$ cat config.mk
export PLATFORM = sky130hd
export DESIGN_NAME = lsvr_view
export DESIGN_NICKNAME = d
export VERILOG_FILES = /design/src/rtl/lenticular_subpixel_view_router_defines.svh /design/src/rtl/lsvr_pkg.sv /design/src/rtl/lsvr_view.sv
export SDC_FILE = /design/constraint.sdc
export NUM_CORES = 2
export LEC_CHECK = 0
export ABC_AREA = 1
export BUFFER_PORTS_ARGS = -buffer_cell sky130_fd_sc_hd__buf_2
export CORE_MARGIN = 1.5
export CORE_UTILIZATION = 35
export CTS_BUF_LIST = sky130_fd_sc_hd__clkbuf_2 sky130_fd_sc_hd__clkbuf_4 sky130_fd_sc_hd__clkbuf_8
export CTS_CLUSTER_DIAMETER = 100
export DETAILED_ROUTE_END_ITERATION = 8
export PLACE_DENSITY = 0.65
export SLEW_MARGIN = 30
export SYNTH_ARGS = -nofsm -noshare
export SYNTH_HDL_FRONTEND = slang
export SYNTH_SLANG_ARGS = --single-unit
$ cat constraint.sdc
create_clock -name clk_i -period 17.1 [get_ports clk_i]
set_clock_uncertainty 0.15 [all_clocks]
set_input_delay 3.42 -clock clk_i [delete_from_list [all_inputs] [get_ports clk_i]]
set_output_delay 3.42 -clock clk_i [all_outputs]
set_load 0.01 [all_outputs]
$ cat src/rtl/lenticular_subpixel_view_router_defines.svh
// Assertion macros shared by the lenticular subpixel view router RTL.
// Expects clk_i and rst_ni to be visible where the macros are used.
`ifndef LENTICULAR_SUBPIXEL_VIEW_ROUTER_DEFINES_SVH
`define LENTICULAR_SUBPIXEL_VIEW_ROUTER_DEFINES_SVH

`ifndef SYNTHESIS

// Property checked at every clock edge outside reset.
`define LSVR_ASSERT(label, prop, msg) \
  label: assert property (@(posedge clk_i) disable iff (!rst_ni) (prop)) \
    else $error(msg);

// Condition in one cycle implies an outcome in the next.
`define LSVR_ASSERT_NEXT(label, pre, post, msg) \
  label: assert property (@(posedge clk_i) disable iff (!rst_ni) (pre) |=> (post)) \
    else $error(msg);

`else

`define LSVR_ASSERT(label, prop, msg)
`define LSVR_ASSERT_NEXT(label, pre, post, msg)

`endif

`endif

$ cat src/rtl/lsvr_pkg.sv
// Package of the lenticular subpixel view router: widths, constants and
// the item types that travel between the pipeline modules. No dependencies.
`timescale 1ns / 1ps

package lsvr_pkg;

  // Fixed point and field widths.
  localparam int FRAC_BITS = 16;
  localparam int MAX_VIEWS = 64;
  localparam int COORD_W   = 12;
  localparam int BYTE_W    = 8;
  localparam int VIEW_W    = 6;
  localparam int NLANE     = 3;

  // Configuration register widths.
  localparam int OFFS_W = 21;
  localparam int SLOPE_W = 18;
  localparam int PER_W  = 23;
  localparam int VCNT_W = 7;

  // Register indexes of the configuration port.
  typedef enum logic [1:0] {
    REG_LENS_OFFSET = 2'd0,
    REG_LENS_SLOPE  = 2'd1,
    REG_LENS_PERIOD = 2'd2,
    REG_VIEW_COUNT  = 2'd3
  } lens_reg_e;

  // Three times a coordinate plus two fits in this many bits.
  localparam int SUB_W = COORD_W + 2;
  // Signed phase: the shifted position stays below 2^30 and the slant term
  // below 2^31 in magnitude, so 33 bits hold it and 32 bits its magnitude.
  localparam int PH_W  = 33;
  localparam int MAG_W = PH_W - 1;

  // Remainder unit: restoring steps spread over pipeline stages.
  localparam int DIV_STEPS  = 4;
  localparam int DIV_STAGES = MAG_W / DIV_STEPS;

  // View quotient: remainder times view count, divided by the period.
  localparam int PROD_W = PER_W + VCNT_W;
  localparam int QUO_W  = $clog2(MAX_VIEWS);
  localparam int QREM_W = PROD_W - QUO_W;

  typedef struct packed {
    logic signed [OFFS_W-1:0]  offset;
    logic signed [SLOPE_W-1:0] slope;
    logic [PER_W-1:0]          period;
    logic [VCNT_W-1:0]         views;
  } cfg_t;

  typedef struct packed {
    logic [BYTE_W-1:0]  red;
    logic [BYTE_W-1:0]  green;
    logic [BYTE_W-1:0]  blue;
    logic [COORD_W-1:0] y;
    logic [COORD_W-1:0] x;
  } pix_t;

  // One subpixel lane inside the remainder unit.
  typedef struct packed {
    logic             neg;
    logic [MAG_W-1:0] mag;
    logic [PER_W-1:0] rem;
  } mod_lane_t;

  typedef struct packed {
    pix_t                        pix;
    mod_lane_t [NLANE-1:0]       lane;
  } mod_item_t;

  typedef struct packed {
    pix_t                        pix;
    logic [NLANE-1:0][VIEW_W-1:0] view;
  } view_item_t;

endpackage

$ cat src/rtl/lsvr_view.sv
// View back end: floored remainder, scale by the view count, short
// quotient and clamp. Three register stages. Depends on lsvr_pkg.
`timescale 1ns / 1ps

module lsvr_view (
  input  logic                 clk_i,
  input  logic [2:0]           en_i,
  input  lsvr_pkg::cfg_t       cfg_i,
  input  lsvr_pkg::mod_item_t  item_i,
  output lsvr_pkg::view_item_t item_o
);
  import lsvr_pkg::*;

  logic [VCNT_W-1:0]              views_c;
  logic [NLANE-1:0][PER_W-1:0]    r_d;
  logic [NLANE-1:0][PER_W-1:0]    r_q;
  logic [NLANE-1:0][PROD_W-1:0]   prod_d;
  logic [NLANE-1:0][PROD_W-1:0]   prod_q;
  pix_t                           pix_r_q;
  pix_t                           pix_p_q;
  view_item_t                     item_d;
  view_item_t                     item_q;

  // Counts above the supported number of views act as the maximum.
  assign views_c = (cfg_i.views > VCNT_W'(MAX_VIEWS)) ? VCNT_W'(MAX_VIEWS) : cfg_i.views;

  // A negative phase with a nonzero remainder folds up into the period.
  always_comb begin
    for (int k = 0; k < NLANE; k++) begin
      if (item_i.lane[k].neg && (item_i.lane[k].rem != '0)) begin
        r_d[k] = cfg_i.period - item_i.lane[k].rem;
      end else begin
        r_d[k] = item_i.lane[k].rem;
      end
    end
  end

  always_ff @(posedge clk_i) begin
    if (en_i[0]) begin
      pix_r_q <= item_i.pix;
      r_q     <= r_d;
    end
  end

  // Remainder times the view count.
  always_comb begin
    for (int k = 0; k < NLANE; k++) begin
      prod_d[k] = PROD_W'(r_q[k]) * PROD_W'(views_c);
    end
  end

  always_ff @(posedge clk_i) begin
    if (en_i[1]) begin
      pix_p_q <= pix_r_q;
      prod_q  <= prod_d;
    end
  end

  // The product is below the view count times the period, so the quotient
  // has only a few bits; the upper product bits start the remainder.
  always_comb begin
    logic [QREM_W-1:0] rem;
    logic [QREM_W:0]   t;
    logic [QREM_W:0]   diff;
    logic [QUO_W-1:0]  q;
    logic [VIEW_W-1:0] v;
    item_d.pix = pix_p_q;
    for (int k = 0; k < NLANE; k++) begin
      rem = prod_q[k][PROD_W-1:QUO_W];
      q   = '0;
      for (int j = QUO_W - 1; j >= 0; j--) begin
        t    = {rem, prod_q[k][j]};
        diff = t - (QREM_W + 1)'(cfg_i.period);
        if (t >= (QREM_W + 1)'(cfg_i.period)) begin
          q[j] = 1'b1;
          rem  = diff[QREM_W-1:0];
        end else begin
          rem  = t[QREM_W-1:0];
        end
      end
      v = VIEW_W'(q);
      if ({1'b0, v} >= views_c) begin
        v = VIEW_W'(views_c - VCNT_W'(1));
      end
      if ((cfg_i.period == '0) || (views_c == '0)) begin
        v = '0;
      end
      item_d.view[k] = v;
    end
  end

  always_ff @(posedge clk_i) begin
    if (en_i[2]) begin
      item_q <= item_d;
    end
  end

  assign item_o = item_q;

endmodule

Yosys cells after proc, flatten, opt, wreduce, memory -nomap -nowiden
Cells that the tools add are included.
{"block": "totals", "input_bits": 289, "reg_bits": 321, "elab_cells": 117, "out_inout_bits": 66}
{"block": "op_classes", "n_mul": 3, "order_cmp": 22, "reduce_logical": 9, "n_mux": 40, "addsub": 19}
{"op": "greater-or-equal comparator 25 x 23 -> 1 bit", "count": 18}
{"op": "two-way mux 24 bit", "count": 15}
{"op": "subtractor 24 x 23 -> 24 bit", "count": 15}
{"op": "multiplier 23 x 7 -> 30 bit", "count": 3}
{"op": "two-way mux 23 bit", "count": 3}
{"op": "nonzero test 23 bit", "count": 3}
{"op": "subtractor 23 bit", "count": 3}
{"op": "zero test 23 bit", "count": 1}
{"op": "greater-or-equal comparator 6 x 7 -> 1 bit", "count": 3}
{"op": "two-way mux 1 bit", "count": 18}
{"op": "two-way mux 6 bit", "count": 3}
{"op": "> comparator 7 bit, second input constant", "count": 1}
{"op": "zero test 7 bit", "count": 1}
{"op": "two-way mux 7 bit", "count": 1}
{"op": "subtractor 6 x 1 -> 6 bit, second input constant", "count": 1}
{"op": "logical AND 1 bit", "count": 3}
{"op": "logical OR 1 bit", "count": 1}

Depth between registers and ports, before layout
{"block": "depth", "word_depth": 14, "ltp_mapped": 102, "depth_no_buf": 96}

Worst setup path after synthesis
No wires, ideal clock.
{"block": "synth_timing", "kind": "input to register", "startpoint": "input cfg_i[8] in the netlist's numbering", "endpoint": "register item_q (netlist bit item_o[16]), data pin", "path_buffers": 9, "cell_stages": 97, "setup_slack_ns": 0.386, "t_arrival_ns": 16.295, "cell_sequence": "inv_1 ha_1 nand3_1 nand2_2 nand2_1 nand2_2 nand2_1 nand2_2 nand2_2 nand3_2 buf_6 inv_1 buf_2 buf_2 nand2_1 o21ai_0 ha_1 clkbuf_1 [... 61 more ...] o21a_1 o21ai_0 nand2_1 inv_1 o21ai_0 o211a_1 o21ai_0 a21oi_1 nand3_2 inv_1 ha_1 nand2_1 nor2_1 nand4_1 nand3_1 inv_1 o21ai_0 a21oi_1"}
{"block": "synth_between", "elab_chain_len": 14, "elab_cells_between_ends": 26, "classes_between": "add/sub (5); order compare (7); mux (12); reduce/logical (2)"}
{"element": "from (decl)", "line_no": "lsvr_view.sv:8", "text": "input lsvr_pkg::cfg_t cfg_i,"}
{"element": "subtractor 24 x 23 -> 24 bit / greater-or-equal comparator 25 x 23 -> 1 bit (equally long branches)", "line_no": "lsvr_view.sv:73, lsvr_view.sv:74"}
{"element": "two-way mux 24 bit", "line_no": "lsvr_view.sv:74", "text": "if (t >= (QREM_W + 1)'(cfg_i.period)) begin"}
{"element": "subtractor 24 x 23 -> 24 bit / greater-or-equal comparator 25 x 23 -> 1 bit (equally long branches)", "line_no": "lsvr_view.sv:73, lsvr_view.sv:74"}
{"element": "two-way mux 24 bit", "line_no": "lsvr_view.sv:74"}
{"element": "subtractor 24 x 23 -> 24 bit / greater-or-equal comparator 25 x 23 -> 1 bit (equally long branches)", "line_no": "lsvr_view.sv:73, lsvr_view.sv:74"}
{"element": "two-way mux 24 bit", "line_no": "lsvr_view.sv:74"}
{"element": "subtractor 24 x 23 -> 24 bit / greater-or-equal comparator 25 x 23 -> 1 bit (equally long branches)", "line_no": "lsvr_view.sv:73, lsvr_view.sv:74"}
{"element": "two-way mux 24 bit", "line_no": "lsvr_view.sv:74"}
{"element": "subtractor 24 x 23 -> 24 bit / greater-or-equal comparator 25 x 23 -> 1 bit (equally long branches)", "line_no": "lsvr_view.sv:73, lsvr_view.sv:74"}
{"element": "two-way mux 24 bit", "line_no": "lsvr_view.sv:74"}
{"element": "greater-or-equal comparator 25 x 23 -> 1 bit", "line_no": "lsvr_view.sv:74"}
{"element": "two-way mux 1 bit", "line_no": "lsvr_view.sv:74"}
{"element": "greater-or-equal comparator 6 x 7 -> 1 bit", "line_no": "lsvr_view.sv:82", "text": "if ({1'b0, v} >= views_c) begin"}
{"element": "two-way mux 6 bit", "line_no": "lsvr_view.sv:82"}
{"element": "to (signal assigned)", "line_no": "lsvr_view.sv:94", "text": "item_q <= item_d;"}
{"element": "to (decl)", "line_no": "lsvr_view.sv:22", "text": "view_item_t item_q;"}
Parallel ways exist; a longest one is shown, timed or not.
A chain may end at the register's enable or synchronous reset.

Final worst setup path
{"block": "layout_timing", "startpoint": "input cfg_i[11] in the netlist's numbering", "endpoint": "register item_q (netlist bit item_o[6]), data pin"}
The elaborated chain is that of the path after synthesis.

==> flow_metrics.env <==
export IMPL_syn_inst=6984
export IMPL_syn_to_final_growth_pct=33.2
export IMPL_hold_ws_ps=251
export IMPL_synth_warnings=0
export IMPL_start_util_pct=35.3
export IMPL_drv_cap=0
export IMPL_placed_cell_area_um2=66300
export IMPL_drtIter0Drc=3641
export IMPL_drcViolationCount=0
export IMPL_grt_overflow=0
export IMPL_avgSynthCellArea_um2=7.38
export IMPL_cp_end_kind="flip-flop"
export IMPL_tightestPinTransition_ps=923
export IMPL_utilization_pct=47.0
export IMPL_synthesis_area_um2=51500
export IMPL_grt_pass1_vias=52830
export IMPL_postSynth_asyncResetShare_pct=0
export IMPL_routed_wl_um=180000
export IMPL_ant_nets=0
export IMPL_cts_sinks=321
export IMPL_ctsHoldBuffers=0
export IMPL_synth_main_ff_cell="edfxtp_1"
export IMPL_setup_viol=0
export IMPL_dr_total_vias=53402
export IMPL_crit_path_max_incr_delay_ps=340
export IMPL_critical_path_top_delay_family="simple AND/OR/NAND/NOR gates"
export IMPL_cp_max_fo=29
export IMPL_ys_types=64
export IMPL_crit_buf_inv=24
export IMPL_drt_vias_per_instance=5.00
export IMPL_layout_commonest_cell="nand2_1"
export IMPL_detail_route_wl_per_cell_um=16.8
export IMPL_min_period_over_period_pct=95.7
export IMPL_startpoint_type="input pin"
export IMPL_grt_antenna_before_repair=6
export IMPL_rows=140
export IMPL_synth_nets=8247
export IMPL_core_area_um2=146000
export IMPL_grt_max_degree=78
export IMPL_slew_headroom_pct=38.5
export IMPL_fp_dieH_um=387
export IMPL_cts_htree_levels=2
export IMPL_gp_congestion=0.954
export IMPL_cts_buffers=55
export IMPL_synth_edf_count=321
export IMPL_final_cell_area_um2=68600
export IMPL_cts_buffer_depth=3
export IMPL_critical_path_arrival_ps=16710
export IMPL_ioPinCount=355
export IMPL_clockRootBuffer="clkbuf_8"
export IMPL_die_area_um2=149000
export IMPL_most_common_layout_cells="1715 x nand2_1, 1555 x buf_4, 983 x inv_1, 640 x ha_1, 553 x a21oi_1"
export IMPL_path_class="input pin to flip-flop"
export IMPL_synth_seq_area_share_pct=18.7
export IMPL_cts_tree="done"
export IMPL_firstDrtPassIters=6
export IMPL_hold_class="flip-flop to flip-flop"
export IMPL_nets=9989
export IMPL_port_buffers=219
export IMPL_fp_dieW_um=387
export IMPL_dpl_hpwl_um=148000
export IMPL_hold_viol_final=0
export IMPL_critical_path_most_common_cell="nand2_1"
export IMPL_ys_seq_elements=321
export IMPL_fillers=14363
export IMPL_max_freq_mhz=61.1
export IMPL_setup_tns_ps=0
export IMPL_grt_pass1_wl_um=280000
export IMPL_drive_above_1_share_pct=25.0
export IMPL_status="completed"
export IMPL_required_ps=17440
export IMPL_clk_pin_slew_ps=60
export IMPL_insertion_delay_ps=720
export IMPL_grtUsageTotal_pct=23.4
export IMPL_cp_slowest_cell="ha_1"
export IMPL_min_period_ps=16370
export IMPL_timing_final_max_slew_violations=0
export IMPL_rsz0062_at_grt="yes"
cells in the mapped netlist, types with 35 or more instances:
| cell type | n | area, um^2 |
|---|---|---|
| xnor2_1 | 165 | 1450 |
| inv_1 | 995 | 3730 |
| a31oi_1 | 35 | 219 |
| nand2_1 | 1721 | 6460 |
| a21oi_1 | 589 | 2950 |
| nor2_1 | 405 | 1520 |
| nand4_1 | 90 | 563 |
| nor4_1 | 45 | 282 |
| fa_1 | 330 | 6610 |
| nand3_1 | 238 | 1190 |
| ha_1 | 644 | 8060 |
| nor3_1 | 65 | 325 |
| xor2_1 | 244 | 2140 |
| or2_2 | 39 | 244 |
| o21bai_1 | 45 | 338 |
| o21ai_0 | 517 | 2590 |
| o21ai_1 | 93 | 465 |
| clkbuf_1 | 70 | 263 |
| edfxtp_1 | 321 | 9640 |
registers in the layout, indices dropped and copies added (netlist names):
name,cells
item_d,48
r_q,69
pix_r_q,48
prod_q,90
item_o,66
cell type report:
class                      count  area [um^2]  share of cell area, %
antenna                        2         5.00                0.00730
sequential                   321         9640                   14.1
tap                         1917         2400                   3.50
timing repair buffer        1806        13400                   19.5
timing repair inverter         2         13.8                 0.0201
inverter                    1021         3890                   5.68
multi-input combinational   5519        38100                   55.5
clock buffer                  68          855                   1.25
clock inverter                33          345                  0.503
cells by family after synthesis:
logic type / after synthesis / share of synthesized area, %
AO/OA/AOI/OAI: 1447 / 15.3
XOR/XNOR: 409 / 6.95
adder cells (fa/ha/maj): 974 / 28.5
buffers and inverters: 1146 / 8.64
flip-flops: 321 / 18.7
AND/OR/NAND/NOR: 2687 / 21.9
timing repair:
item / CTS / global route
gates cloned: 0 / 6
gates resized for setup: 19 / 247
endpoints found under the setup margin: 14 / 18
pin swaps: 1 / 37
setup buffers: 2 / 31
final timing paths:
kind | startpoint | to | slack [ps] | cells past startpoint
max | cfg_i[11] | item_o[6]$_SDFFCE_PP0P_ | 730 | 97
min reg2reg | pix_r_q[3]$_DFFE_PP_ | item_d[21]$_DFFE_PP_ | 250 | 0
max reg2reg | prod_q[81]$_DFFE_PP_ | item_o[16]$_SDFFCE_PP0P_ | 3450 | 94
min | pix_r_q[3]$_DFFE_PP_ | item_d[21]$_DFFE_PP_ | 250 | 0
through the flow:
stage | std cells | setup slack, ps
4_1_cts | 10650 | 8.79
2_1_floorplan | 6984 | 386
5_1_grt | 10688 | -89.3
3_5_place_dp | 10547 | -1070
6_report | 10689 | 735
3_3_place_gp | 10547 | -919
worst reg2reg max path, delay by kind of cell, from the launching register on:
family	cells	cell delay, ps
XOR/XNOR	1	160
adder cells (fa/ha/maj)	7	2080
AO/OA/AOI/OAI	30	4250
buffers and inverters	18	2200
flip-flops	1	460
AND/OR/NAND/NOR	38	4080
layer usage:
metal  GRT usage, %  up-vias  wire length, um
met3           2.44      297             9600
met4           8.33        4             7240
met2           39.0     1420            80700
li1               -    26730                -
met5              0        -               26
met1           31.4    24951            82300
Power is left out: the tool's default activity adds up to more than one toggle a clock period on the data nets, which glitch-free logic cannot reach.
