[src/rtl/lenticular_subpixel_view_router_defines.svh]
// Assertion macros shared by the lenticular subpixel view router RTL.
// Expects clk_i and rst_ni to be visible where the macros are used.
`ifndef LENTICULAR_SUBPIXEL_VIEW_ROUTER_DEFINES_SVH
`define LENTICULAR_SUBPIXEL_VIEW_ROUTER_DEFINES_SVH

`ifndef SYNTHESIS

// Property checked at every clock edge outside reset.
`define LSVR_ASSERT(label, prop, msg) \
  label: assert property (@(posedge clk_i) disable iff (!rst_ni) (prop)) \
    else $error(msg);

// Condition in one cycle implies an outcome in the next.
`define LSVR_ASSERT_NEXT(label, pre, post, msg) \
  label: assert property (@(posedge clk_i) disable iff (!rst_ni) (pre) |=> (post)) \
    else $error(msg);

`else

`define LSVR_ASSERT(label, prop, msg)
`define LSVR_ASSERT_NEXT(label, pre, post, msg)

`endif

`endif

[src/rtl/lsvr_pkg.sv]
// Package of the lenticular subpixel view router: widths, constants and
// the item types that travel between the pipeline modules. No dependencies.
`timescale 1ns / 1ps

package lsvr_pkg;

  // Fixed point and field widths.
  localparam int FRAC_BITS = 16;
  localparam int MAX_VIEWS = 64;
  localparam int COORD_W   = 12;
  localparam int BYTE_W    = 8;
  localparam int VIEW_W    = 6;
  localparam int NLANE     = 3;

  // Configuration register widths.
  localparam int OFFS_W = 21;
  localparam int SLOPE_W = 18;
  localparam int PER_W  = 23;
  localparam int VCNT_W = 7;

  // Register indexes of the configuration port.
  typedef enum logic [1:0] {
    REG_LENS_OFFSET = 2'd0,
    REG_LENS_SLOPE  = 2'd1,
    REG_LENS_PERIOD = 2'd2,
    REG_VIEW_COUNT  = 2'd3
  } lens_reg_e;

  // Three times a coordinate plus two fits in this many bits.
  localparam int SUB_W = COORD_W + 2;
  // Signed phase: the shifted position stays below 2^30 and the slant term
  // below 2^31 in magnitude, so 33 bits hold it and 32 bits its magnitude.
  localparam int PH_W  = 33;
  localparam int MAG_W = PH_W - 1;

  // Remainder unit: restoring steps spread over pipeline stages.
  localparam int DIV_STEPS  = 4;
  localparam int DIV_STAGES = MAG_W / DIV_STEPS;

  // View quotient: remainder times view count, divided by the period.
  localparam int PROD_W = PER_W + VCNT_W;
  localparam int QUO_W  = $clog2(MAX_VIEWS);
  localparam int QREM_W = PROD_W - QUO_W;

  typedef struct packed {
    logic signed [OFFS_W-1:0]  offset;
    logic signed [SLOPE_W-1:0] slope;
    logic [PER_W-1:0]          period;
    logic [VCNT_W-1:0]         views;
  } cfg_t;

  typedef struct packed {
    logic [BYTE_W-1:0]  red;
    logic [BYTE_W-1:0]  green;
    logic [BYTE_W-1:0]  blue;
    logic [COORD_W-1:0] y;
    logic [COORD_W-1:0] x;
  } pix_t;

  // One subpixel lane inside the remainder unit.
  typedef struct packed {
    logic             neg;
    logic [MAG_W-1:0] mag;
    logic [PER_W-1:0] rem;
  } mod_lane_t;

  typedef struct packed {
    pix_t                        pix;
    mod_lane_t [NLANE-1:0]       lane;
  } mod_item_t;

  typedef struct packed {
    pix_t                        pix;
    logic [NLANE-1:0][VIEW_W-1:0] view;
  } view_item_t;

endpackage

[src/rtl/lsvr_phase.sv]
// Phase front end: slant product, then the signed phase of each subpixel.
// Two register stages. Depends on lsvr_pkg.
`timescale 1ns / 1ps

module lsvr_phase (
  input  logic                clk_i,
  input  logic [1:0]          en_i,
  input  lsvr_pkg::cfg_t      cfg_i,
  input  lsvr_pkg::pix_t      pix_i,
  output lsvr_pkg::mod_item_t item_o
);
  import lsvr_pkg::*;

  logic [SUB_W-1:0]       row3;
  logic signed [PH_W-1:0] prod_d;
  logic signed [PH_W-1:0] prod_q;
  pix_t                   pix_q;
  mod_item_t              item_d;
  mod_item_t              item_q;

  // First stage: three times the row, times the slant.
  always_comb begin
    row3   = {2'b00, pix_i.y} + {1'b0, pix_i.y, 1'b0};
    prod_d = $signed({1'b0, row3}) * cfg_i.slope;
  end

  always_ff @(posedge clk_i) begin
    if (en_i[0]) begin
      pix_q  <= pix_i;
      prod_q <= prod_d;
    end
  end

  // Second stage: phase of each subpixel, split into sign and magnitude.
  always_comb begin
    logic [SUB_W-1:0]       sp;
    logic signed [PH_W-1:0] ph;
    logic [PH_W-1:0]        mag_full;
    item_d.pix = pix_q;
    for (int k = 0; k < NLANE; k++) begin
      sp = {2'b00, pix_q.x} + {1'b0, pix_q.x, 1'b0} + SUB_W'(k);
      ph = $signed(PH_W'({sp, {FRAC_BITS{1'b0}}})) + PH_W'($signed(cfg_i.offset)) - prod_q;
      mag_full = ph[PH_W-1] ? PH_W'(-ph) : PH_W'(ph);
      item_d.lane[k].neg = ph[PH_W-1];
      item_d.lane[k].mag = mag_full[MAG_W-1:0];
      item_d.lane[k].rem = '0;
    end
  end

  always_ff @(posedge clk_i) begin
    if (en_i[1]) begin
      item_q <= item_d;
    end
  end

  assign item_o = item_q;

endmodule

[config.mk]
export PLATFORM = sky130hd
export DESIGN_NAME = lsvr_phase
export DESIGN_NICKNAME = d
export VERILOG_FILES = /design/src/rtl/lenticular_subpixel_view_router_defines.svh /design/src/rtl/lsvr_pkg.sv /design/src/rtl/lsvr_phase.sv
export SDC_FILE = /design/constraint.sdc
export NUM_CORES = 1
export LEC_CHECK = 0
export BUFFER_PORTS_ARGS = -buffer_cell sky130_fd_sc_hd__buf_2
export CAP_MARGIN = 20
export CORE_MARGIN = 3
export CORE_UTILIZATION = 46
export DETAILED_ROUTE_END_ITERATION = 6
export GPL_ROUTABILITY_DRIVEN = 0
export PLACE_DENSITY = 0.66
export RECOVER_POWER = 100
export SYNTH_ARGS = -nofsm -noshare
export SYNTH_HDL_FRONTEND = slang
export SYNTH_SLANG_ARGS = --single-unit
[constraint.sdc]
create_clock -name clk_i -period 10.3 [get_ports clk_i]
set_input_delay 0 -clock clk_i [delete_from_list [all_inputs] [get_ports clk_i]]
set_output_delay 0 -clock clk_i [all_outputs]
set_load 0.01 [all_outputs]
* Yosys cells after proc, flatten, opt, wreduce, memory -nomap -nowiden
Cells that the tools add are included.
** Cells by class
- Add/sub/neg operators :: 13
- Multipliers :: 1
- Mux-type cells :: 3
** Operators by type and width (count)
- 32-bit by 33-bit subtractor with 33-bit output :: 3
- 31-bit by 21-bit adder with 32-bit output :: 3
- 32-bit 2-to-1 mux :: 3
- 32-bit negation :: 3
- 15-bit by 18-bit multiplier with 33-bit output :: 1
- 12-bit by 13-bit adder with 14-bit output :: 2
- 14-bit by 1-bit adder with 14-bit output, second input constant :: 1
- 14-bit by 2-bit adder with 14-bit output, second input constant :: 1
** Storage, ports and cells
- Register bits after elaboration :: 228
- Input port bits :: 120
- Output and inout port bits :: 216
- Word-level logic and storage cells :: 34

* Depth between registers and ports, before layout
Gate-level depths: netlist of the first run.
- Word-level depth :: 6
- Depth in mapped cells :: 37
- Mapped depth without buffers :: 37

* Worst setup path before layout of the first run
Ideal clock, no wire load.
- Path kind :: input to register
- Start point :: input port pix_i[12] (netlist name)
- End point :: register prod_q[32], data pin
- Setup time :: 0.259 ns
- Arrival time :: 7.738 ns
- Data required time :: 10.041 ns
- Slack :: 2.303 ns
- Stages on the path :: 35
- Path buffers :: 2
- Cell sequence :: ha_1 inv_1 fa_1 nor2b_1 o21ai_0 a21boi_0 o21ai_0 a21boi_0 o21ai_0 nand2b_1 a21o_1 a21o_1 xnor2_1 clkbuf_1 nand2_1 fa_1 inv_1 fa_1 fa_1 fa_1 fa_1 inv_1 fa_1 inv_1 ha_1 clkbuf_1 nand2_1 nand2_1 nor4_1 o31ai_1 a221oi_1 a21oi_1 a211oi_1 o2bb2ai_1 xnor2_1
** On the way
- Cells in the longest elaborated chain, start to end :: 2
** Ends and longest elaborated chain
- start: declaration :: RTL line lsvr_phase.sv:9 : input lsvr_pkg::pix_t pix_i,
- 12-bit by 13-bit adder with 14-bit output :: RTL line lsvr_phase.sv:23 : row3 = {2'b00, pix_i.y} + {1'b0, pix_i.y, 1'b0};
- 15-bit by 18-bit multiplier with 33-bit output :: RTL line lsvr_phase.sv:24 : prod_d = $signed({1'b0, row3}) * cfg_i.slope;
- via prod_d[32] :: RTL line lsvr_phase.sv:15 : logic signed [PH_W-1:0] prod_d;
- end signal: assignment :: RTL line lsvr_phase.sv:30 : prod_q <= prod_d;
- end: declaration :: RTL line lsvr_phase.sv:16 : logic signed [PH_W-1:0] prod_q;
The timed path passes the listed nets, and every way through them passes these cells.
A chain may end at the register's enable or synchronous reset.

* Final worst setup path of the first run
Same ends and word-level chain as after synthesis.

==> flow_metrics.env, run 1 <==
export IMPL_status="finished with violations"
export IMPL_violations="max-capacitance violations, max-slew violations"
export IMPL_fin_tns_setup_ns=0
export IMPL_drv_slew=228
export IMPL_cts_resized_gates=0
export IMPL_wl_um=56000
export IMPL_syn_inst=2390
export IMPL_post_route_worst_setup_slack_ns=1.04
export IMPL_ys_types=86
export IMPL_r2r_end="item_o[147]"
export IMPL_cts_buffer_depth=3
export IMPL_ant_nets=0
export IMPL_ys_warn_count=0
export IMPL_startpoint_type="input pin"
export IMPL_end_kind="flop"
export IMPL_dr_pass1_iters=5
export IMPL_cts_tree="done"
export IMPL_grt_max_degree=80
export IMPL_crit_start="pix_i[12]"
export IMPL_worst_pin_slew_ns=4.39
export IMPL_period_share_pct=89.9
export IMPL_fill_cells=4734
export IMPL_cpPeakStageDelay_ns=0.55
export IMPL_fp_dieW_um=236
export IMPL_cp_slowest_cell="fa_1"
export IMPL_critPathKind="in2reg"
export IMPL_antenna_found_initial=1
export IMPL_dp_slack_ns=1.13
export IMPL_dpl_hpwl_um=45600
export IMPL_crit_path_frequent_cell="fa_1"
export IMPL_cp_endpoint="prod_q[32]"
export IMPL_synth_seq_cells=226
export IMPL_synth_area_mm2=0.0243
export IMPL_period_needed_ns=9.26
export IMPL_r2r_start="item_d[168]"
export IMPL_drt_iter0_markers=978
export IMPL_report_final_setup_viol=0
export IMPL_post_cts_buffers=0
export IMPL_r2r_slack_ns=2.64
export IMPL_via_per_inst=5.23
export IMPL_dieHeight_um=236
export IMPL_rsz0062_at_grt="no"
export IMPL_skew_ns=0.0194
export IMPL_max_slew_margin_pct=-193
export IMPL_final_cell_mix="354 x inv_1, 286 x fa_1, 249 x nand2_1, 226 x edfxtp_1, 185 x ha_1"
export IMPL_max_cap_violations=3
export IMPL_required_ns=10.58
export IMPL_grt_pass1_vias=18400
export IMPL_clk_latency_ns=0.55
export IMPL_yosysSeqAreaShare_pct=28.0
export IMPL_final_hold_viol_count=0
export IMPL_async_flop_share_pct=0
export IMPL_grt_pass1_wl_um=92300
export IMPL_fmax_mhz=108
export IMPL_dieArea_mm2=0.0555
export IMPL_cts_buffers=27
export IMPL_fp_coreArea_mm2=0.0517
export IMPL_yosys_area_top_type="edfxtp_1"
export IMPL_drc=0
export IMPL_avgSynthCellArea_um2=10.1
export IMPL_drive_gt1_share_pct=5.64
export IMPL_start_util_pct=46.9
export IMPL_yosys_most_used_dff="edfxtp_1"
export IMPL_ys_top_cells_by_area="edfxtp_1 28%, fa_1 24%, ha_1 9.5%, inv_1 5.5%, xnor2_1 4.4%"
export IMPL_place_port_buffers=236
export IMPL_row_count=83
export IMPL_final_common_cell="inv_1"
export IMPL_ios=336
export IMPL_hold_class="in2reg"
export IMPL_synth_edf_count=226
export IMPL_path_max_fanout=20
export IMPL_crit_arrival_ns=9.55
export IMPL_globalRouteOverflowTotal=0
export IMPL_cts_sinks=226
export IMPL_clockRootBuffer="clkbuf_16"
export IMPL_vias=17600
export IMPL_synth_top_area_share_pct=28.0
export IMPL_reg2reg_depth=19
export IMPL_nets=3250
export IMPL_clkSlewWorstSetupHoldPaths_ns=0.06
export IMPL_htree_levels=1
export IMPL_area_delta_synth_final_pct=11.5
export IMPL_drt_wirelength_per_cell_um=16.7
export IMPL_grt_usage_pct=20.0
-- state kept, by name, indices dropped and copies added, names as in the netlist --
register / cells
item_o: 145
item_d: 48
prod_q: 33
-- synth_stat cells, drive strengths merged (55+ instances only) --
library cell  number
inv              354
fa               286
nand2            250
edfxtp           226
ha               185
xnor2            122
a21oi            116
nor2              95
xor2              86
buf               81
and2              75
o21ai             59
clkbuf            55
-- worst min path at each step --
stage,slack [ns],end,from,cells after the start
after global routing,0.15,item_d[199],pix_i[31],2
after global placement,0.18,item_d[197],pix_i[29],1
final,0.15,item_o[136],cfg_i[49],5
after CTS,0.12,item_o[136],cfg_i[49],5
after floorplan,0.1,item_d[168],pix_i[0],0
after detailed placement,0.18,item_d[201],pix_i[33],1
-- critical path: cells and delay by family --
family	cells	cell delay, ns
buffers and inverters	7	1.33
adder cells (fa/ha/maj)	9	4.17
AND/OR/NAND/NOR	5	0.94
XOR/XNOR	2	0.22
AO/OA/AOI/OAI	13	2.85
-- per-stage QoR --
step	utilization (%)	cells	instance area [um^2]	hold WS [ns]
floorplan	-	2458	24500	0.0989
global placement	50.1	3258	25900	0.177
detailed placement	50.1	3258	25900	0.178
CTS	52.8	3356	27300	0.123
global route	52.3	3357	27000	0.152
finish	52.3	3357	27000	0.150
-- metal layers --
layer | track usage [%] | up-vias | routed length [um]
met5 | 0 | - | 0
met4 | 6.60 | 0 | 1700
met3 | 2.80 | 114 | 2880
met2 | 34.8 | 481 | 27600
met1 | 25.8 | 8676 | 23800
li1 | - | 8279 | -
-- timing repair --
action / CTS / global route
setup endpoints to repair: 0 / 0
endpoints found under the hold margin: 120 / 0
hold buffers: 52 / 0
-- cell type report --
class / instances / area [um^2] / area share (%)
Antenna cell: 1 / 2.50 / 0.00926
Clock buffer: 29 / 683 / 2.53
Clock inverter: 17 / 170 / 0.629
Inverter: 355 / 1330 / 4.93
Multi-Input combinational cell: 1741 / 15600 / 57.6
Sequential cell: 226 / 6790 / 25.1
Tap cell: 680 / 851 / 3.15
Timing Repair Buffer: 308 / 1620 / 6.01
-- cell families after synthesis --
| kind of cell | synth area share, % |
|---|---|
| simple gates | 12.8 |
| compound gates | 9.54 |
| flops | 28.0 |
| buf+inv | 8.76 |
| other cells | 0.0155 |
| mux | 0.165 |
| fa+ha+maj | 33.1 |
| xor+xnor | 7.54 |
Power of run 1 is left out: the tool's default activity adds up to more than one toggle a clock period on the data nets, which glitch-free logic cannot reach.
==> run 2, diff against run 1 <==
- ABC_CLOCK_PERIOD_IN_PS: not set -> 10300
- CORE_ASPECT_RATIO: not set -> 0.9
==> flow_metrics.env, run 2 (same netlist as run 1, synthesis figures left out) <==
export IMPL_status="finished with violations"
export IMPL_violations="max-capacitance violations, max-slew violations"
export IMPL_start_util_pct=46.7
export IMPL_cts_buffers=26
export IMPL_drt_iter0_markers=1039
export IMPL_path_max_fanout=20
export IMPL_ant_nets=0
export IMPL_cts_sinks=226
export IMPL_skew_ns=0.0323
export IMPL_drc=0
export IMPL_ios=336
export IMPL_fmax_mhz=109
export IMPL_wl_um=55600
export IMPL_rsz0062_at_grt="no"
export IMPL_period_needed_ns=9.15
export IMPL_final_common_cell="inv_1"
export IMPL_grt_pass1_wl_um=92600
export IMPL_clkSlewWorstSetupHoldPaths_ns=0.07
export IMPL_row_count=79
export IMPL_cpPeakStageDelay_ns=0.55
export IMPL_area_delta_synth_final_pct=11.4
export IMPL_startpoint_type="input pin"
export IMPL_crit_arrival_ns=9.43
export IMPL_fin_tns_setup_ns=0
export IMPL_nets=3250
export IMPL_drt_wirelength_per_cell_um=16.5
export IMPL_place_port_buffers=236
export IMPL_final_hold_viol_count=0
export IMPL_globalRouteOverflowTotal=0
export IMPL_report_final_setup_viol=0
export IMPL_max_slew_margin_pct=-178
export IMPL_clockRootBuffer="clkbuf_16"
export IMPL_critPathKind="in2reg"
export IMPL_largest_register_ffs=145
export IMPL_required_ns=10.59
export IMPL_worst_pin_slew_ns=4.17
export IMPL_final_cell_mix="354 x inv_1, 286 x fa_1, 249 x nand2_1, 226 x edfxtp_1, 185 x ha_1"
export IMPL_htree_levels=1
export IMPL_via_per_inst=5.17
export IMPL_grt_pass1_vias=18200
export IMPL_clk_latency_ns=0.56
export IMPL_cp_slowest_cell="fa_1"
export IMPL_cts_tree="done"
export IMPL_vias=17400
export IMPL_cts_buffer_depth=3
export IMPL_drive_gt1_share_pct=5.79
export IMPL_grt_max_degree=81
export IMPL_max_cap_violations=4
export IMPL_grt_usage_pct=20.4
export IMPL_dieHeight_um=224
export IMPL_drv_slew=232
export IMPL_end_kind="flop"
export IMPL_fp_coreArea_mm2=0.0519
export IMPL_crit_path_frequent_cell="fa_1"
export IMPL_fp_dieW_um=248
export IMPL_cts_resized_gates=0
export IMPL_dpl_hpwl_um=44900
export IMPL_dieArea_mm2=0.0555
export IMPL_period_share_pct=88.8
export IMPL_dr_pass1_iters=6
export IMPL_antenna_found_initial=3
export IMPL_hold_class="in2reg"
## run 2: critical path, delay by kind of cell
family / cells / cell delay [ns]
compound gates: 11 / 2.47
fa+ha+maj: 9 / 4.09
buf+inv: 7 / 1.38
simple gates: 5 / 0.89
xor+xnor: 2 / 0.57
## run 2: metrics by stage
step | utilization [%] | instances | instance area, um^2 | hold WS [ns] | setup WS (ns)
floorplan | - | 2458 | 24500 | 0.0989 | 2.30
CTS | 52.5 | 3365 | 27200 | 0.0657 | 1.12
global route | 52.0 | 3366 | 27000 | 0.141 | 0.415
global placement | 49.9 | 3266 | 25900 | 0.177 | 1.33
finish | 52.1 | 3368 | 27000 | 0.108 | 1.15
detailed placement | 49.9 | 3266 | 25900 | 0.178 | 1.12
## run 2: layer usage
metal	up-vias	part of all wire, %	global-route usage, %
met5	-	0.013	0
met4	2	2.3	5.14
met3	92	5.7	2.73
met2	455	48	34.8
met1	8577	44	27.7
li1	8297	-	-
## run 2: cell type report
cell class              instances  area (um^2)
clock inverters                17          146
repair buffers                309         1630
diodes                          2         5.00
clock buffers                  30          666
fillers                      4693        24900
inverters                     355         1330
multi-input cells            1741        15600
flip-flops and latches        226         6790
well taps                     688          861
## run 2: path summary, 6_finish.rpt
kind                from     endpoint  slack [ns]  cells past startpoint
max            pix_i[12]   prod_q[32]        1.15                     34
min            cfg_i[49]  item_o[136]        0.11                      5
max reg2reg  item_d[168]  item_o[147]        2.60                     24
min reg2reg  item_d[181]  item_o[181]        0.39                      0
## run 2: repair_timing
| action | 4_1_cts | 5_1_grt |
|---|---|---|
| hold endpoints to repair | 149 | 0 |
| setup buffers | 0 | 0 |
| hold buffers | 52 | 0 |
Power of run 2 is left out for the same reason.
