### config.mk
export PLATFORM = sky130hd
export DESIGN_NAME = lsvr_mod_stage
export DESIGN_NICKNAME = d
export VERILOG_FILES = /design/src/rtl/lenticular_subpixel_view_router_defines.svh /design/src/rtl/lsvr_pkg.sv /design/src/rtl/lsvr_mod_stage.sv
export SDC_FILE = /design/constraint.sdc
export NUM_CORES = 1
export LEC_CHECK = 0
export ABC_CLOCK_PERIOD_IN_PS = 11870
export CAP_MARGIN = 20
export CORE_AREA = 10 10 231 233
export DETAILED_ROUTE_END_ITERATION = 7
export DIE_AREA = 0 0 241 243
export DONT_BUFFER_PORTS = 1
export GPL_TIMING_DRIVEN = 0
export PLACE_DENSITY = 0.73
export SYNTH_ARGS = -nofsm -noshare
export SYNTH_HDL_FRONTEND = slang
export SYNTH_SLANG_ARGS = --single-unit
### constraint.sdc
create_clock -name clk_i -period 11.87 [get_ports clk_i]
set_clock_uncertainty 0.1 [all_clocks]
set_input_delay 0.5935 -clock clk_i [delete_from_list [all_inputs] [get_ports clk_i]]
set_output_delay 0.5935 -clock clk_i [all_outputs]
set_load 0.02 [all_outputs]
### src/rtl/lenticular_subpixel_view_router_defines.svh
// Assertion macros shared by the lenticular subpixel view router RTL.
// Expects clk_i and rst_ni to be visible where the macros are used.
`ifndef LENTICULAR_SUBPIXEL_VIEW_ROUTER_DEFINES_SVH
`define LENTICULAR_SUBPIXEL_VIEW_ROUTER_DEFINES_SVH

`ifndef SYNTHESIS

// Property checked at every clock edge outside reset.
`define LSVR_ASSERT(label, prop, msg) \
  label: assert property (@(posedge clk_i) disable iff (!rst_ni) (prop)) \
    else $error(msg);

// Condition in one cycle implies an outcome in the next.
`define LSVR_ASSERT_NEXT(label, pre, post, msg) \
  label: assert property (@(posedge clk_i) disable iff (!rst_ni) (pre) |=> (post)) \
    else $error(msg);

`else

`define LSVR_ASSERT(label, prop, msg)
`define LSVR_ASSERT_NEXT(label, pre, post, msg)

`endif

`endif

### src/rtl/lsvr_pkg.sv
// Package of the lenticular subpixel view router: widths, constants and
// the item types that travel between the pipeline modules. No dependencies.
`timescale 1ns / 1ps

package lsvr_pkg;

  // Fixed point and field widths.
  localparam int FRAC_BITS = 16;
  localparam int MAX_VIEWS = 64;
  localparam int COORD_W   = 12;
  localparam int BYTE_W    = 8;
  localparam int VIEW_W    = 6;
  localparam int NLANE     = 3;

  // Configuration register widths.
  localparam int OFFS_W = 21;
  localparam int SLOPE_W = 18;
  localparam int PER_W  = 23;
  localparam int VCNT_W = 7;

  // Register indexes of the configuration port.
  typedef enum logic [1:0] {
    REG_LENS_OFFSET = 2'd0,
    REG_LENS_SLOPE  = 2'd1,
    REG_LENS_PERIOD = 2'd2,
    REG_VIEW_COUNT  = 2'd3
  } lens_reg_e;

  // Three times a coordinate plus two fits in this many bits.
  localparam int SUB_W = COORD_W + 2;
  // Signed phase: the shifted position stays below 2^30 and the slant term
  // below 2^31 in magnitude, so 33 bits hold it and 32 bits its magnitude.
  localparam int PH_W  = 33;
  localparam int MAG_W = PH_W - 1;

  // Remainder unit: restoring steps spread over pipeline stages.
  localparam int DIV_STEPS  = 4;
  localparam int DIV_STAGES = MAG_W / DIV_STEPS;

  // View quotient: remainder times view count, divided by the period.
  localparam int PROD_W = PER_W + VCNT_W;
  localparam int QUO_W  = $clog2(MAX_VIEWS);
  localparam int QREM_W = PROD_W - QUO_W;

  typedef struct packed {
    logic signed [OFFS_W-1:0]  offset;
    logic signed [SLOPE_W-1:0] slope;
    logic [PER_W-1:0]          period;
    logic [VCNT_W-1:0]         views;
  } cfg_t;

  typedef struct packed {
    logic [BYTE_W-1:0]  red;
    logic [BYTE_W-1:0]  green;
    logic [BYTE_W-1:0]  blue;
    logic [COORD_W-1:0] y;
    logic [COORD_W-1:0] x;
  } pix_t;

  // One subpixel lane inside the remainder unit.
  typedef struct packed {
    logic             neg;
    logic [MAG_W-1:0] mag;
    logic [PER_W-1:0] rem;
  } mod_lane_t;

  typedef struct packed {
    pix_t                        pix;
    mod_lane_t [NLANE-1:0]       lane;
  } mod_item_t;

  typedef struct packed {
    pix_t                        pix;
    logic [NLANE-1:0][VIEW_W-1:0] view;
  } view_item_t;

endpackage

### src/rtl/lsvr_mod_stage.sv
// One stage of the pipelined remainder unit: a few restoring steps on each
// of the three subpixel lanes, then a register. Depends on lsvr_pkg.
`timescale 1ns / 1ps

module lsvr_mod_stage (
  input  logic                    clk_i,
  input  logic                    en_i,
  input  logic [lsvr_pkg::PER_W-1:0] period_i,
  input  lsvr_pkg::mod_item_t     item_i,
  output lsvr_pkg::mod_item_t     item_o
);
  import lsvr_pkg::*;

  mod_item_t item_d;
  mod_item_t item_q;

  // Shift the next dividend bit into the remainder and subtract the period
  // when it fits; the quotient itself is not needed.
  always_comb begin
    logic [PER_W:0]   t;
    logic [PER_W:0]   diff;
    logic [PER_W-1:0] rem;
    logic [MAG_W-1:0] mag;
    item_d.pix = item_i.pix;
    for (int k = 0; k < NLANE; k++) begin
      rem = item_i.lane[k].rem;
      mag = item_i.lane[k].mag;
      for (int s = 0; s < DIV_STEPS; s++) begin
        t    = {rem, mag[MAG_W-1]};
        diff = t - {1'b0, period_i};
        if (t >= {1'b0, period_i}) begin
          rem = diff[PER_W-1:0];
        end else begin
          rem = t[PER_W-1:0];
        end
        mag = {mag[MAG_W-2:0], 1'b0};
      end
      item_d.lane[k].neg = item_i.lane[k].neg;
      item_d.lane[k].mag = mag;
      item_d.lane[k].rem = rem;
    end
  end

  always_ff @(posedge clk_i) begin
    if (en_i) begin
      item_q <= item_d;
    end
  end

  assign item_o = item_q;

endmodule

# After elaboration in Yosys (flattened, before gate mapping)
# Index checks and enable logic that the tools add are counted.
[word_totals] reg_bits=204 in_bits=241 output_inout_bits=216 wordCells=50
[classes] add_sub_neg=12 magnitude_cmp=12 muxes=12
[ops] op="$ge 24x23->1" count=12
[ops] op="$mux 23" count=12
[ops] op="$sub 23x23->23" count=12

# Logic depth before layout (Yosys ltp)
# Gate-level depths: netlist (run 1).
[depth] ltp_word=8 mapped_depth=57 mapped_depth_nobuf=52

# Worst setup path before layout (run 1)
# Ideal clock, no wire load.
[synth_timing] path_type="input-to-reg" start="in period_i[1] (netlist name)" end="reg item_q, in the netlist item_o[65], data pin" setup_ns=0.261 arrival_time_ns=11.339 t_required_ns=11.509 path_slack_ns=0.169 path_stages=50 path_buffers=6 path_cell_list="inv_1 fa_1 nand3_1 a211o_1 o211a_1 o21ai_1 a21oi_1 a31oi_2 nor2_1 clkbuf_1 mux2_2 ha_1 a211oi_1 o21ai_0 and3_1 a21o_1 a21oi_1 o21a_1 [... 14 more ...] a31oi_1 a211oi_4 clkbuf_1 mux2_2 ha_1 a21o_1 a21oi_1 nand2_1 a311oi_1 o21ai_1 a221oi_1 o21ai_0 o22a_1 or4_1 buf_2 nand2_2 buf_4 o21ai_1"
[synth_lines] element="start: declaration" line_no="lsvr_mod_stage.sv:8" rtl="input logic [lsvr_pkg::PER_W-1:0] period_i,"
[synth_lines] element="end signal: assignment" line_no="lsvr_mod_stage.sv:46" rtl="item_q <= item_d;"
[synth_lines] element="end: declaration" line_no="lsvr_mod_stage.sv:15" rtl="mod_item_t item_q;"

==> impl_metrics.toml, run 1 <==
[placed_design]
post-dp-hpwl_mm = 62.5
place_ws_ns = -3.20
globalplace.congestion = 0.949
buffer_ports.inserted = 0
placedInstanceArea_sq_um = 23000

[cts]
clkSlewWorstSetupHoldPaths_ns = 0.06
cts_made_buffers = 23
clock_path_buffers = 3
clock_sink_count = 204
cts_root_buf = "clkbuf_16"
cts_max_level = 1
cts_tree = "done"
ctsHoldBuffers = 0

[setup_path]
arrival_ns = 11.67
cp_max_fo = 17
worst-setup-path-type = "input port to register"
critical-path-max-stage-delay_ns = 0.51
critPathTopFamily = "compound AO/OA/AOI/OAI gates"
critPathRequiredTime_ns = 12.05
critPathLaunchType = "input port"
cp_slowest_cell = "a2111o_1"
cp_num_buf_inv = 8
critPathCaptureType = "register"

[status]
outcome = "complete, no violations"

[yosys]
yosys_register_bits = 204
synth_largest_area_cell = "edfxtp_1"
synth_top_family_by_area = "compound AO/OA/AOI/OAI gates"
post_synth_xor_area_fraction_pct = 8.99
muxShareOfSynthArea_pct = 8.36
synthesis.area_sq_um = 22200
yosysUniqueCellTypes = 88
syn_area_per_cell_sq_um = 9.17
netlist.area_leader.share_pct = 27.6
ys.warnings.count = 0
synth_cells = 2422
yosys.area_share.adder_pct = 16.6
complex_gate_fraction_of_the_synthesized_area_pct = 21.9
synth_sequential_area_ratio_pct = 27.6
synth_enable_flop_cells = 204
synthTopCellsByArea = "edfxtp_1 28%, ha_1 16%, xnor2_1 6.3%, mux2_2 6.2%, a21oi_1 5.5%"
postSynth.asyncResetShare_pct = 0
basic_gate_share_of_the_synthesized_area_counting_and_or_nand_and_nor_cells_pct = 13.3
dominantRegCellSynth = "edfxtp_1"

[floorplanning]
floorplan.rows = 81
placeableCoreArea_sq_um = 48600
die_h_microns = 243
die_area_sq_um = 58600
number_of_top_level_pins = 457
floorplan.initialDensity_pct = 45.7
die_width_microns = 241

[detailed_routing]
route.antenna.remaining_nets = 0
vias = 19739
first_pass_iters = 6
drc_errors = 0
drtIter0Drc = 1618
wl_mm = 81.2
vias_per_cell = 6.19
post_drt_wl_per_cell_microns = 25.4

[sta]
finalWorstPathRequiredPeriod_ns = 11.49
report.final.setup_viol = 0
max-slew-margin-rel_pct = 28.0
fin_crit_sh_pct = 96.8
final-hold-violation-count = 0
final_max_slew_viol_count = 0
worst_slew_pin_slew_ns = 1.08
fmax_mhz = 87.0
setup_slack_ns = 0.381

[layout]
largest_register_ffs = 204
fin_area_sq_um = 25000
layout.cells.most_common = "ha_1"
most_used_cells_in_the_layout_excluding_fill_and_tap_cells = "262 x ha_1, 227 x a21oi_1, 204 x edfxtp_1"
finish.utilization_pct = 51.5
layout-drive-gt1-share_pct = 16.9
nNetsFinal = 3072
flow.area_growth_from_synthesis_pct = 12.8

[power]
ir_drop_v = 0.000253
power_leakage_nw = 10.4
power.density_cell_area_nw_per_um2 = 361

[grt]
grt_start_max_net_pins = 205
grt_util_met3_pct = 8.28
first_global_vias = 19061
use_met2_pct = 42.2
top_usage_layer = "met2"
grt_first_pass_wirelength_mm = 117
use_met1_pct = 32.0
grt_overflow = 0
groute.usage.overall_pct = 26.1
grt_antenna_before_repair = 13

[worst_hold_path]
timing.hold.worst.class = "input port to register"

[flow_run]
cap_violations = 0
==> Yosys cell counts (9+ instances only) <==
| library cell | n |
|---|---|
| and3_1 | 18 |
| o21bai_1 | 26 |
| a21oi_1 | 243 |
| o21ai_1 | 17 |
| or2_2 | 11 |
| mux2_2 | 123 |
| nand4_1 | 28 |
| mux2_4 | 18 |
| a22oi_1 | 12 |
| ha_1 | 276 |
| nand2_1 | 193 |
| o21ai_0 | 136 |
| clkbuf_1 | 22 |
| o31ai_1 | 9 |
| a31oi_1 | 25 |
| buf_4 | 16 |
| fa_1 | 12 |
| o21a_1 | 37 |
| a311oi_1 | 11 |
| a21o_1 | 107 |
| edfxtp_1 | 204 |
| nand3_1 | 46 |
| mux2i_1 | 19 |
| nor2b_1 | 28 |
| inv_1 | 111 |
| o211ai_1 | 17 |
| nand2b_1 | 35 |
| a21boi_0 | 11 |
| nor2_1 | 155 |
| xor2_1 | 67 |
| nor3_1 | 55 |
| or3_1 | 10 |
| buf_2 | 10 |
| xnor2_1 | 161 |
| a211oi_1 | 15 |
| a31o_2 | 9 |
==> timing repair <==
action / CTS / global route
pin swaps: 13 / 28
cloned: 0 / 1
setup endpoints to repair: 69 / 69
buffers inserted: 52 / 35
resized for setup: 83 / 101
==> final timing paths <==
path	from	to	cells after the start
worst min-delay path	item_i[93]	item_o[97]	0
worst max-delay path	period_i[1]	item_o[4]	51
==> power breakdown <==
part           internal, mW  switching (mW)  total, mW  leakage (nW)
logic                  3.24            3.63       6.88          8.10
clock network         0.355           0.277      0.633         0.317
registers              1.23           0.310       1.54          2.00
total                  4.83            4.22       9.05          10.4
==> cell type report <==
type / instances / area, sq um
inverters: 111 / 492
diodes: 8 / 20.0
repair buffers: 88 / 718
fillers: 4421 / 23600
clock buffers: 25 / 583
well taps: 622 / 778
plain buffers: 50 / 399
flip-flops and latches: 204 / 6130
clock inverters: 17 / 97.6
multi-input cells: 2065 / 15800
==> layer usage <==
metal	wire, microns	part of all wire [%]
met4	2340	2.9
met5	32	0.039
met2	37300	46
met3	8450	10
met1	33100	41
==> stage by stage <==
| stage | total power [mW] | hold slack, ns | std cells | TNS (ns) |
|---|---|---|---|---|
| floorplan | 6.63 | 0.592 | 2433 | 0 |
| global placement | 7.83 | 0.592 | 3055 | -154.32 |
| detailed placement | 7.98 | 0.592 | 3055 | -162.15 |
| CTS | 8.82 | 0.0292 | 3147 | 0 |
| global route | 9.75 | 0.0307 | 3189 | -2.18 |
| finish | 9.05 | 0.0543 | 3190 | 0 |
==> logic make-up (layout without fill, tap and decap cells) <==
group / Yosys count / after routing
multiplexers: 161 / 161
adder cells (fa/ha/maj): 288 / 288
AO/OA/AOI/OAI: 757 / 757
XOR/XNOR: 228 / 228
other: 1 / 20
flip-flops: 204 / 204
AND/OR/NAND/NOR: 619 / 619
buffers and inverters: 164 / 291
No activity file was read; power rests on OpenSTA's default activity.
==> run 2: changes to the inputs <==
Settings changed: CELL_PAD_IN_SITES_DETAIL_PLACEMENT from default to 1, CELL_PAD_IN_SITES_GLOBAL_PLACEMENT from default to 1, CORE_AREA 10 10 231 233 to 10 10 234 236, CTS_CLUSTER_SIZE from default to 28, DIE_AREA 0 0 241 243 to 0 0 244 246, PLACE_DENSITY 0.73 to 0.87.
==> run 2 against run 1 <==
Sequential power about the same. Hold slack worse by 0.015 ns. Global-route usage up 2.3 points. Utilization down 0.086 points. Power up 6.2%. Sequential share of layout area down 0.56 points. Count of clock-buffer cells in the layout up 2. Fmax down 1.2%. Via count up 4.7%. Combinational power up 4.9%. First-iteration DRC count down 17%. Highest routed layer unchanged.
==> impl_metrics.toml, run 2 (synthesized netlist as in run 1, its figures left out) <==
[grt]
grt_overflow = 0
grt_start_max_net_pins = 205
grt_antenna_before_repair = 5
first_global_vias = 20942
groute.usage.overall_pct = 28.4
grt_first_pass_wirelength_mm = 131

[detailed_routing]
vias_per_cell = 6.35
drc_errors = 0
first_pass_iters = 5
wl_mm = 92.3
post_drt_wl_per_cell_microns = 28.4
route.antenna.remaining_nets = 0
drtIter0Drc = 1340
vias = 20664

[setup_path]
cp_slowest_cell = "a2111o_1"
critical-path-max-stage-delay_ns = 0.54
cp_max_fo = 10
critPathRequiredTime_ns = 12.06
worst-setup-path-type = "input port to register"
critPathCaptureType = "register"
critPathLaunchType = "input port"
arrival_ns = 11.82

[power]
clock_network_fraction_of_total_power_pct = 8.8
finalPower_mw = 9.61
p_sw_mw = 4.55
internal_power_mw = 5.06
combinational_share_of_power_pct = 75.1
p_seq_share_pct = 16.1
power.switching_fraction_pct = 47.4
ir_drop_v = 0.000299
power_leakage_nw = 10.7
power.density_cell_area_nw_per_um2 = 375

[cts]
clock_path_buffers = 3
cts_made_buffers = 24
cts_max_level = 1
cts_root_buf = "clkbuf_16"
clock_sink_count = 204
clkSlewWorstSetupHoldPaths_ns = 0.06
cts_tree = "done"

[layout]
largest_register_ffs = 204
fin_area_sq_um = 25600
most_used_cells_in_the_layout_excluding_fill_and_tap_cells = "263 x ha_1, 228 x a21oi_1, 204 x edfxtp_1"
fillCellCount = 5682
nNetsFinal = 3091
layout-drive-gt1-share_pct = 18.2
flow.area_growth_from_synthesis_pct = 15.4
layout.cells.most_common = "ha_1"

[sta]
final-hold-violation-count = 0
worst_slew_pin_slew_ns = 1.00
final_max_slew_viol_count = 0
report.final.setup_viol = 0
fmax_mhz = 86.0
fin_crit_sh_pct = 98.0
worst_hold_slack_ns = 0.0397
max-slew-margin-rel_pct = 33.1
finalWorstPathRequiredPeriod_ns = 11.63

[placed_design]
buffer_ports.inserted = 0
post-dp-hpwl_mm = 68.6
globalplace.congestion = 0.949
placedInstanceArea_sq_um = 23100

[floorplanning]
die_h_microns = 246
floorplan.initialDensity_pct = 44.5
die_width_microns = 244
floorplan.rows = 82
placeableCoreArea_sq_um = 49900
die_area_sq_um = 60000
number_of_top_level_pins = 457

[worst_hold_path]
timing.hold.worst.class = "input port to register"

[flow_run]
cap_violations = 0

[status]
outcome = "complete, no violations"
[run 2: cell types whose count changed in the layout (fill, tap and decap cells not counted), moves of 5 or more]
cell and change:
buf_4 +7, bufinv_16 +7, clkinv_1 -8, clkinvlp_4 -5, diode_2 -6
[run 2: worst paths after layout]
kind                    start          end  slack, ns  cells past startpoint
hold / removal    item_i[182]  item_o[182]       0.04                      0
setup / recovery  period_i[1]   item_o[14]       0.24                     50
[run 2: what timing repair did]
action	4_1_cts	5_1_grt
setup buffers	54	49
gates cloned	0	1
endpoints found under the setup margin	69	69
resized for setup	98	109
pin swaps	12	39
hold buffers	0	0
hold endpoints to repair	0	0
[run 2: metal layers]
metal,vias to the layer above,GRT usage (%),share of wire (%)
met5,-,0,0.043
li1,9373,-,-
met2,825,48.9,48
met3,173,8.34,8.6
met4,6,9.30,3.4
met1,10287,33.5,40
[run 2: power groups by stage]
stage | clock [mW] | sequential (mW) | combinational, mW
finish | 0.844 | 1.55 | 7.22
global route | 0.894 | 1.56 | 7.78
CTS | 0.863 | 1.56 | 6.82
detailed placement | 0 | 1.57 | 6.58
global placement | 0 | 1.57 | 6.25
floorplan | 0 | 1.49 | 5.14
[run 2: cell type report]
class	count	area, sq um	share of cell area (%)
multi-input combinational	2065	15900	62.1
sequential	204	6130	23.9
timing repair buffer	105	921	3.59
tap	672	841	3.28
clock buffer	27	612	2.39
inverter	111	488	1.90
buffer	51	424	1.65
clock inverter	17	295	1.15
antenna	2	5.00	0.0195
[run 2: critical path, delay by kind of cell]
kind	cells	cell delay, ns
and+or+nand+nor	10	1.44
adders and majority gates	4	1.53
AOI/OAI and AO/OA	27	6.12
muxes	3	1.04
buffers and inverters	6	1.06
[run 2: stage by stage]
| step | instances | util [%] | setup WS, ns | setup TNS, ns |
|---|---|---|---|---|
| 2_1_floorplan | 2433 | - | 0.169 | 0 |
| 3_3_place_gp | 3105 | 46.3 | -3.03 | -156.84 |
| 3_5_place_dp | 3106 | 46.4 | -3.35 | -176.22 |
| 4_1_cts | 3202 | 49.8 | 0.0264 | 0 |
| 5_1_grt | 3253 | 51.4 | -0.162 | -5.90 |
| 6_report | 3254 | 51.4 | 0.238 | 0 |
==> run 3: changes to the inputs <==
Settings changed: CORE_AREA 10 10 234 236 to 10 10 326 171, CTS_CLUSTER_SIZE 28 to 14, DIE_AREA 0 0 244 246 to 0 0 336 181.
==> run 3 against run 2 <==
The flow now finishes with violations (setup timing). First-iteration DRC count up 77%. Combinational power up 7.8%. Wire length up 10%. Sequential power about the same. Power up 4.2%. Hold slack worse by 0.013 ns. Critical endpoint is now item_o[2]. Largest cell class unchanged.
==> impl_metrics.toml, run 3 (synthesized netlist as in run 1, its figures left out) <==
[detailed_routing]
vias = 22128
post_drt_wl_per_cell_microns = 31.3
route.antenna.remaining_nets = 0
drc_errors = 0
vias_per_cell = 6.80
drtIter0Drc = 2370
first_pass_iters = 6
wl_mm = 102

[sta]
final_max_slew_viol_count = 0
fmax_mhz = 81.7
finalWorstPathRequiredPeriod_ns = 12.24
final-hold-violation-count = 0
fin_crit_sh_pct = 103
setup_slack_ns = -0.365
worst_slew_pin_slew_ns = 1.00
report.final.setup_viol = 63
max-slew-margin-rel_pct = 33.1
timing.setup.tns_ns = -12.66

[grt]
grt_start_max_net_pins = 205
grt_antenna_before_repair = 7
grt_overflow = 0
first_global_vias = 21149
groute.usage.overall_pct = 28.0
grt_first_pass_wirelength_mm = 132

[cts]
ctsHoldBuffers = 0
cts_max_level = 1
cts_made_buffers = 21
cts_tree = "done"
clkSlewWorstSetupHoldPaths_ns = 0.10
clock_sink_count = 204
clock_path_buffers = 3
cts_root_buf = "clkbuf_16"

[layout]
nNetsFinal = 3105
largest_register_ffs = 204
layout.cells.most_common = "ha_1"
most_used_cells_in_the_layout_excluding_fill_and_tap_cells = "260 x ha_1, 223 x a21oi_1, 204 x edfxtp_1"
fillCellCount = 5632
layout-drive-gt1-share_pct = 18.4
flow.area_growth_from_synthesis_pct = 15.0

[power]
p_seq_share_pct = 15.4
ir_drop_v = 0.000214
internal_power_mw = 5.03
power.density_cell_area_nw_per_um2 = 392
power.switching_fraction_pct = 49.8
combinational_share_of_power_pct = 77.7
clock_network_fraction_of_total_power_pct = 6.9
p_sw_mw = 4.99
power_leakage_nw = 10.6

[setup_path]
cp_slowest_cell = "o21ai_0"
critPathCaptureType = "register"
arrival_ns = 12.47
critPathRequiredTime_ns = 12.10
worst-setup-path-type = "input port to register"
critPathLaunchType = "input port"
critical-path-max-stage-delay_ns = 0.54
cp_max_fo = 10

[placed_design]
place_ws_ns = -3.47
post-dp-hpwl_mm = 65.6
buffer_ports.inserted = 0
globalplace.congestion = 0.944

[floorplanning]
placeableCoreArea_sq_um = 49800
floorplan.initialDensity_pct = 44.6
number_of_top_level_pins = 457
die_width_microns = 336
die_area_sq_um = 60800
die_h_microns = 181
floorplan.rows = 58

[flow_run]
cap_violations = 0

[status]
violated_checks = "setup timing"
outcome = "complete, but fails checks"

[worst_hold_path]
timing.hold.worst.class = "input port to register"
## run 3: final cells by class
type / instances / area [sq um] / area share, %
flip-flops and latches: 204 / 6130 / 24.0
inverters: 111 / 492 / 1.93
multi-input cells: 2065 / 16000 / 62.5
repair buffers: 123 / 1040 / 4.07
well taps: 660 / 826 / 3.23
plain buffers: 50 / 428 / 1.68
clock inverters: 12 / 123 / 0.480
diodes: 3 / 7.51 / 0.0294
clock buffers: 24 / 537 / 2.10
## run 3: power by group through the flow
stage                     registers, mW  clock network (mW)  logic [mW]
final                              1.55               0.691        7.78
after global routing               1.55               0.731        8.17
after CTS                          1.55               0.688        6.85
after floorplan                    1.49                   0        5.14
after global placement             1.55                   0        6.24
after detailed placement           1.56                   0        6.53
## run 3: metal layers
| metal | wire [microns] | track usage [%] | vias up |
|---|---|---|---|
| met2 | 45700 | 48.0 | 1386 |
| met5 | 62 | 0 | - |
| met4 | 8860 | 15.6 | 8 |
| li1 | - | - | 9392 |
| met1 | 36700 | 31.8 | 10783 |
| met3 | 10500 | 6.85 | 559 |
## run 3: timing repair
| item | in CTS | in global routing |
|---|---|---|
| pin swaps | 10 | 38 |
| endpoints found under the setup margin | 69 | 69 |
| gates resized for setup | 111 | 93 |
| buffers inserted | 61 | 62 |
| hold endpoints to repair | 0 | 0 |
## run 3: worst paths after layout
check / from / end / cells past startpoint
setup / recovery: period_i[15] / item_o[2] / 51
hold / removal: item_i[135] / item_o[139] / 0
## run 3: through the flow
stage	hold WS (ns)	utilization [%]	std cells	area [sq um]	total power [mW]
3_3_place_gp	0.592	46.4	3093	23100	7.80
3_5_place_dp	0.592	46.4	3093	23100	8.09
4_1_cts	0.0273	49.7	3187	24800	9.08
2_1_floorplan	0.592	-	2433	22300	6.63
5_1_grt	0.0159	51.3	3251	25500	10.5
6_report	0.0267	51.3	3252	25500	10.0
## run 3: critical path: cells and delay by family
| kind | cells | cell delay, ns |
|---|---|---|
| AND/OR/NAND/NOR | 11 | 1.90 |
| multiplexers | 2 | 0.74 |
| buffers and inverters | 10 | 1.95 |
| AO/OA/AOI/OAI | 24 | 5.65 |
| adder cells (fa/ha/maj) | 4 | 1.59 |
